## src/hdl/pibq_pkg.sv

```systemverilog
`timescale 1ns / 1ps

package pibq_pkg;

    localparam int COORD_W = 32;
    localparam int SIZE_W  = 31;
    localparam int SLOT_W  = 6;
    localparam int FUNC_W  = 2;
    localparam int ERR_W   = 2;

    // position word {x, y}; shape word {centre x, centre y, size x, size y}
    localparam int POS_W   = 2 * COORD_W;
    localparam int SHAPE_W = 2 * COORD_W + 2 * SIZE_W;

    typedef enum logic [FUNC_W-1:0] {
        FN_ADD       = 2'd0,
        FN_SET_POS   = 2'd1,
        FN_QUERY_S   = 2'd2,
        FN_QUERY_ALL = 2'd3
    } func_t;

    typedef enum logic [ERR_W-1:0] {
        ERR_NONE = 2'd0,
        ERR_FULL = 2'd1,
        ERR_SLOT = 2'd2
    } err_t;

    typedef enum logic [1:0] {
        ST_IDLE,
        ST_DECODE,
        ST_SCAN,
        ST_DONE
    } state_t;

    // controller -> datapath
    typedef struct packed {
        logic load;
        logic wr_static;
        logic wr_pos;
        logic wr_shape;
        logic scan_valid;
        logic scan_static;
        logic scan_last;
        logic flush;
    } cmd_t;

    // datapath -> controller
    typedef struct packed {
        logic              res_valid;
        logic              res_hit;
        logic              res_last;
        logic [SLOT_W-1:0] res_slot;
    } stat_t;

    // open-interval test on one axis: |2*d| < s
    function automatic logic axis_in(input logic [COORD_W+1:0] d,
                                     input logic [SIZE_W-1:0]  s);
        logic signed [COORD_W+2:0] twice;
        logic signed [COORD_W+2:0] lim;
        twice = $signed({d, 1'b0});
        lim   = $signed({4'b0000, s});
        return (twice < lim) && (twice > -lim);
    endfunction

endpackage

```

## src/hdl/pibq_ctrl.sv

```systemverilog
`timescale 1ns / 1ps

module pibq_ctrl #(
    parameter int MAX_BOXES = 64,
    parameter int AW        = 6,
    parameter int CW        = 7
) (
    input  logic                               clk,
    input  logic                               rst_n,
    input  logic                               in_valid,
    output logic                               in_stall,
    input  logic [pibq_pkg::FUNC_W-1:0]        func,
    input  logic                               is_static,
    input  logic [pibq_pkg::SLOT_W-1:0]        entry_index,
    output logic                               out_valid,
    input  logic                               out_stall,
    output logic                               hit,
    output logic                               hit_is_static,
    output logic [pibq_pkg::SLOT_W-1:0]        hit_slot,
    output logic [pibq_pkg::SLOT_W-1:0]        new_slot,
    output logic [pibq_pkg::ERR_W-1:0]         error,
    output pibq_pkg::cmd_t                     cmd,
    output logic [AW-1:0]                      wr_addr,
    output logic [AW-1:0]                      rd_addr,
    input  pibq_pkg::stat_t                    stat
);
    import pibq_pkg::*;

    state_t            state_reg, state_next;
    func_t             func_reg;
    logic              static_reg;
    logic [SLOT_W-1:0] idx_reg;
    logic [CW-1:0]     s_count_reg, s_count_next;
    logic [CW-1:0]     d_count_reg, d_count_next;
    logic [CW-1:0]     issue_reg, issue_next;
    logic              scan_static_reg, scan_static_next;

    logic              pend_hit_reg, pend_hit_next;
    logic              pend_static_reg, pend_static_next;
    logic [SLOT_W-1:0] pend_slot_reg, pend_slot_next;
    logic [SLOT_W-1:0] pend_new_reg, pend_new_next;
    err_t              pend_err_reg, pend_err_next;

    logic              out_valid_reg, out_valid_next;
    logic              out_hit_reg, out_static_reg;
    logic [SLOT_W-1:0] out_slot_reg, out_new_reg;
    err_t              out_err_reg;

    logic              accept;
    logic [CW-1:0]     sel_count;
    logic [CW-1:0]     scan_count;
    logic              full;
    logic              slot_bad;
    logic              res_done;
    logic              to_dynamic;
    logic              out_load;

    always_comb
    begin
        accept     = in_valid && (state_reg == ST_IDLE);
        sel_count  = static_reg ? s_count_reg : d_count_reg;
        scan_count = scan_static_reg ? s_count_reg : d_count_reg;
        full       = sel_count >= CW'(MAX_BOXES);
        slot_bad   = 32'(idx_reg) >= 32'(sel_count);
        res_done   = stat.res_valid && (stat.res_hit || stat.res_last);
        to_dynamic = stat.res_valid && !stat.res_hit && stat.res_last
                     && scan_static_reg && (func_reg == FN_QUERY_ALL)
                     && (d_count_reg != '0);
        out_load   = (state_reg == ST_DONE) && (!out_valid_reg || !out_stall);
    end

    // next state
    always_comb
    begin
        state_next = state_reg;
        case (state_reg)
            ST_IDLE:
            begin
                if (accept)
                    state_next = ST_DECODE;
            end
            ST_DECODE:
            begin
                if (func_reg inside {FN_ADD, FN_SET_POS})
                    state_next = ST_DONE;
                else if (s_count_reg != '0)
                    state_next = ST_SCAN;
                else if ((func_reg == FN_QUERY_ALL) && (d_count_reg != '0))
                    state_next = ST_SCAN;
                else
                    state_next = ST_DONE;
            end
            ST_SCAN:
            begin
                if (res_done && !to_dynamic)
                    state_next = ST_DONE;
            end
            ST_DONE:
            begin
                if (out_load)
                    state_next = ST_IDLE;
            end
            default:
                state_next = ST_IDLE;
        endcase
    end

    // outputs to the datapath and the handshake
    always_comb
    begin
        in_stall        = (state_reg != ST_IDLE);
        cmd.load        = accept;
        cmd.wr_static   = static_reg;
        cmd.wr_pos      = (state_reg == ST_DECODE)
                          && (((func_reg == FN_ADD) && !full)
                              || ((func_reg == FN_SET_POS) && !slot_bad));
        cmd.wr_shape    = (state_reg == ST_DECODE) && (func_reg == FN_ADD) && !full;
        cmd.scan_valid  = (state_reg == ST_SCAN) && (issue_reg < scan_count) && !res_done;
        cmd.scan_static = scan_static_reg;
        cmd.scan_last   = (CW'(issue_reg + 1'b1) == scan_count);
        cmd.flush       = (state_reg == ST_SCAN) && stat.res_valid && stat.res_hit;
        wr_addr         = (func_reg == FN_ADD) ? AW'(sel_count) : AW'(idx_reg);
        rd_addr         = AW'(issue_reg);
    end

    // counters, pending result and output register
    always_comb
    begin
        s_count_next     = s_count_reg;
        d_count_next     = d_count_reg;
        issue_next       = issue_reg;
        scan_static_next = scan_static_reg;
        pend_hit_next    = pend_hit_reg;
        pend_static_next = pend_static_reg;
        pend_slot_next   = pend_slot_reg;
        pend_new_next    = pend_new_reg;
        pend_err_next    = pend_err_reg;
        out_valid_next   = out_valid_reg && out_stall;

        case (state_reg)
            ST_DECODE:
            begin
                issue_next       = '0;
                scan_static_next = (s_count_reg != '0);
                pend_hit_next    = 1'b0;
                pend_static_next = 1'b0;
                pend_slot_next   = '0;
                pend_new_next    = '0;
                pend_err_next    = ERR_NONE;
                if (func_reg == FN_ADD)
                begin
                    if (full)
                        pend_err_next = ERR_FULL;
                    else
                    begin
                        pend_new_next = SLOT_W'(sel_count);
                        if (static_reg)
                            s_count_next = CW'(s_count_reg + 1'b1);
                        else
                            d_count_next = CW'(d_count_reg + 1'b1);
                    end
                end
                else if ((func_reg == FN_SET_POS) && slot_bad)
                    pend_err_next = ERR_SLOT;
            end
            ST_SCAN:
            begin
                if (cmd.scan_valid)
                    issue_next = CW'(issue_reg + 1'b1);
                if (stat.res_valid && stat.res_hit)
                begin
                    pend_hit_next    = 1'b1;
                    pend_static_next = scan_static_reg;
                    pend_slot_next   = stat.res_slot;
                end
                if (to_dynamic)
                begin
                    scan_static_next = 1'b0;
                    issue_next       = '0;
                end
            end
            default:
            begin
            end
        endcase

        if (out_load)
            out_valid_next = 1'b1;
    end

    always_ff @(posedge clk or negedge rst_n)
    begin
        if (!rst_n)
        begin
            state_reg     <= ST_IDLE;
            s_count_reg   <= '0;
            d_count_reg   <= '0;
            out_valid_reg <= 1'b0;
        end
        else
        begin
            state_reg     <= state_next;
            s_count_reg   <= s_count_next;
            d_count_reg   <= d_count_next;
            out_valid_reg <= out_valid_next;
        end
    end

    always_ff @(posedge clk)
    begin
        if (accept)
        begin
            func_reg   <= func_t'(func);
            static_reg <= is_static;
            idx_reg    <= entry_index;
        end
        issue_reg       <= issue_next;
        scan_static_reg <= scan_static_next;
        pend_hit_reg    <= pend_hit_next;
        pend_static_reg <= pend_static_next;
        pend_slot_reg   <= pend_slot_next;
        pend_new_reg    <= pend_new_next;
        pend_err_reg    <= pend_err_next;
        if (out_load)
        begin
            out_hit_reg    <= pend_hit_reg;
            out_static_reg <= pend_static_reg;
            out_slot_reg   <= pend_slot_reg;
            out_new_reg    <= pend_new_reg;
            out_err_reg    <= pend_err_reg;
        end
    end

    always_comb
    begin
        out_valid     = out_valid_reg;
        hit           = out_hit_reg;
        hit_is_static = out_static_reg;
        hit_slot      = out_slot_reg;
        new_slot      = out_new_reg;
        error         = out_err_reg;
    end

endmodule

```

## config.mk

```make
export PLATFORM = sky130hd
export DESIGN_NAME = pibq_ctrl
export DESIGN_NICKNAME = d
export VERILOG_FILES = /design/src/hdl/pibq_pkg.sv /design/src/hdl/pibq_ctrl.sv
export SDC_FILE = /design/constraint.sdc
export NUM_CORES = 1
export LEC_CHECK = 0
export BUFFER_PORTS_ARGS = -buffer_cell sky130_fd_sc_hd__buf_2
export CAP_MARGIN = 20
export CORE_UTILIZATION = 40
export CTS_CLUSTER_DIAMETER = 200
export DETAILED_ROUTE_END_ITERATION = 8
export PLACE_DENSITY = 0.57
export SLEW_MARGIN = 20
export SYNTH_ARGS = -nofsm -noshare
export SYNTH_HDL_FRONTEND = slang
export SYNTH_SLANG_ARGS = --single-unit
```

## constraint.sdc

```tcl
create_clock -name clk -period 3.13 [get_ports clk]
set_input_delay 0.626 -clock clk [delete_from_list [all_inputs] [get_ports clk]]
set_output_delay 0.626 -clock clk [all_outputs]
set_load 0.02 [all_outputs]
```

==> results.toml <==
[run_status]
outcome = "complete, no violations"

[floorplan]
die_h_um = 94.0
boundaryPins = 60
initial_core_util_pct = 41.2
coreArea_um2 = 8220
dieWidth_um = 94.0
die_area_um2 = 8830
std_cell_rows = 33

[synthesis]
syn_area_um2 = 3380
synthArstFlopShare_pct = 25.8
synth_edf_count = 49
synthFlopType = "edfxtp_1"
syn_nets = 322
yosysWarnings = 0
synth_top_area_cell = "edfxtp_1"
syn_inst = 277
avgSynthCellArea_um2 = 12.2
synth_top_area_share_pct = 43.5
ys_top_cells_by_area = "edfxtp_1 44%, dfrtp_1 13%, ha_1 8.5%"
ys_ff_latch = 66
synth_cell_type_count = 44
ys_seq_area_share_pct = 56.1

[grt]
antenna_found_initial = 0
grt_overflow = 0
grt_usage_pct = 17.0
grt_pass1_wl_um = 11000
grt_pass1_vias = 2181
grt_max_degree = 18

[clock_network]
cts_tree = "built"
cts.clk_slew.worst_paths_ns = 0.07
htree_levels = 3
cts_root_buf = "clkbuf_8"
insertion_delay_ns = 0.34
clockBufferDepth = 2
ctsHoldBuffers = 0
cts.sinks = 66
numCtsBuffers = 9

[worst_setup_path]
required_ns = 2.50
path_class = "flop to output port"
path_cells = "buf_4 -> o21ai_0 -> ha_1 -> a221oi_1 -> nand4_1 -> and4b_1 -> buf_2"
worstPathMaxFanout = 7
cpPeakStageDelay_ns = 0.52
arrival_ns = 2.38
crit_path_end_kind = "output port"
cp_slowest_cell = "edfxtp_1"
start_kind = "flop"
rr_startpoint = "scan_static_reg"
crit_start = "scan_static_reg"

[pwr]
pwr-share-seq_pct = 43.6
switching_power_mw = 1.40
p_int_mw = 2.23
switching_share_pct = 38.7
powerDensity_nw_per_um2 = 918
pwr-share-comb_pct = 40.1
ir_drop_v = 0.000415
clkPwrFrac_pct = 16.3
p_leak_nw = 1.70

[sta]
tightest_slew_ns = 0.572
finalClockSkew_ns = 0.00901
report.final.hold_viol_count = 0
slew_headroom_pct = 61.9
setup_viol = 0
fin_setup_tns_ns = 0
min_period_over_period_pct = 96.1
drv_slew = 0
fin_hold_ws_ns = 0.205
max_freq_mhz = 332
min_period_ns = 3.01

[placed_design]
dp_hpwl_um = 4990
portBuffers = 59
dpl_cell_area_um2 = 3760
gp_congestion = 0.831
dp.cells = 432

[final_layout]
drive_above_1_share_pct = 26.4
finalNetCount = 386
num-fill-cells = 751
syn_to_final_growth_pct = 16.8
diodes = 0
stdcell_area_um2 = 3950
fin_cells = 450

[detailed_routing]
vias = 2248
drcViolationCount = 0
dr.pass1.iters = 4
wl_um = 6700
ant_nets = 0
via_per_inst = 5.00
drtIter0Drc = 83
wl_per_cell_um = 14.9

[run]
drv_cap = 0

[hold_path]
hp-class = "input pin to async pin"
-- placed cells by master (no fill, tap or decap), drive strengths merged, types with 4 or more instances in the layout --
cell    synthesis  final
buf            11     69
edfxtp         49     49
nor2           24     24
ha             23     23
dfrtp          17     17
inv            16     16
xnor2          16     16
mux2i          13     13
a21oi          13     13
nand2          10     10
clkbuf          5      9
and3            8      8
and2            8      8
o21ai           7      7
nand3           6      6
nand4           6      6
nand2b          5      5
nor2b           5      5
clkinv          0      5
a21o            4      4
-- cells in the mapped netlist, types with 2 or more instances --
cell type / number
edfxtp_1: 49
nor2_1: 24
ha_1: 23
dfrtp_1: 17
inv_1: 16
xnor2_1: 16
mux2i_1: 13
a21oi_1: 12
nand2_1: 10
buf_4: 9
and2_1: 8
and3_1: 8
o21ai_0: 7
nand3_1: 6
nand4_1: 6
clkbuf_1: 5
nand2b_1: 5
nor2b_1: 5
a21o_1: 4
nor3_1: 3
xor2_1: 3
a31oi_1: 2
and4_1: 2
buf_2: 2
nand3b_1: 2
nor4_1: 2
-- through the flow --
| step | utilization (%) | setup WS [ns] | power (mW) |
|---|---|---|---|
| global route | 48.1 | -0.00685 | 3.91 |
| global placement | 45.8 | 0.454 | 3.01 |
| CTS | 47.8 | 0.00830 | 3.64 |
| finish | 48.1 | 0.121 | 3.63 |
| detailed placement | 45.8 | 0.382 | 3.03 |
| floorplan | - | 0.442 | 2.64 |
-- power groups by stage --
stage,Sequential (mW),Combinational (mW),Clock (mW)
finish,1.58,1.45,0.591
global route,1.63,1.63,0.650
CTS,1.59,1.44,0.615
detailed placement,1.61,1.42,0
global placement,1.61,1.41,0
floorplan,1.64,1.00,0
-- worst max-delay path, delay by kind of cell, from the launching register on --
family                     cells  cell delay (ns)
adders and majority gates      1             0.30
AOI/OAI and AO/OA              2             0.46
buffers and inverters          2             0.37
and+or+nand+nor                2             0.38
DFF                            1             0.52
-- cell type report --
type / count / area, um^2 / share of cell area [%]
clock inverter: 6 / 35.0 / 0.887
clock buffer: 9 / 124 / 3.14
multi-input combinational: 179 / 1330 / 33.7
timing repair buffer: 69 / 370 / 9.38
tap: 105 / 131 / 3.33
sequential: 66 / 1900 / 48.0
inverter: 16 / 60.1 / 1.52
-- logic make-up (layout without fill, tap and decap cells) --
| kind of cell | after synthesis | count (layout) | share of synthesized area [%] |
|---|---|---|---|
| xor gates and xnor gates | 19 | 19 | 4.92 |
| DFF | 66 | 66 | 56.1 |
| and+or+nand+nor | 84 | 84 | 13.2 |
| adders and majority gates | 23 | 23 | 8.51 |
| muxes | 15 | 15 | 4.51 |
| buffers and inverters | 32 | 100 | 4.62 |
| AOI/OAI and AO/OA | 38 | 38 | 8.10 |
-- path summary, 6_finish.rpt --
path                             endpoint  slack, ns  depth (start not counted)
max in group asynchronous  s_count_reg[5]       2.64                          1
max                                cmd[1]       0.12                          7
min                          state_reg[1]       0.20                          1
max reg2reg                  issue_reg[4]       0.69                          6
min in group clk              new_slot[3]       0.42                          0
min reg2reg                   new_slot[3]       0.42                          0
-- layer usage --
| layer | vias to the layer above | GRT usage (%) | part of all wire, % |
|---|---|---|---|
| li1 | 1127 | - | - |
| met2 | 39 | 26.3 | 47 |
| met1 | 1069 | 22.1 | 47 |
| met5 | - | 0 | 0 |
| met4 | 0 | 8.46 | 2.2 |
| met3 | 13 | 4.21 | 3.7 |
-- what timing repair did --
action / in CTS / in global routing
endpoints found under the setup margin: 0 / 2
gates resized for setup: 0 / 1
hold endpoints to repair: 0 / 0
buffers inserted: 0 / 3
No activity file was read; power rests on OpenSTA's default activity.
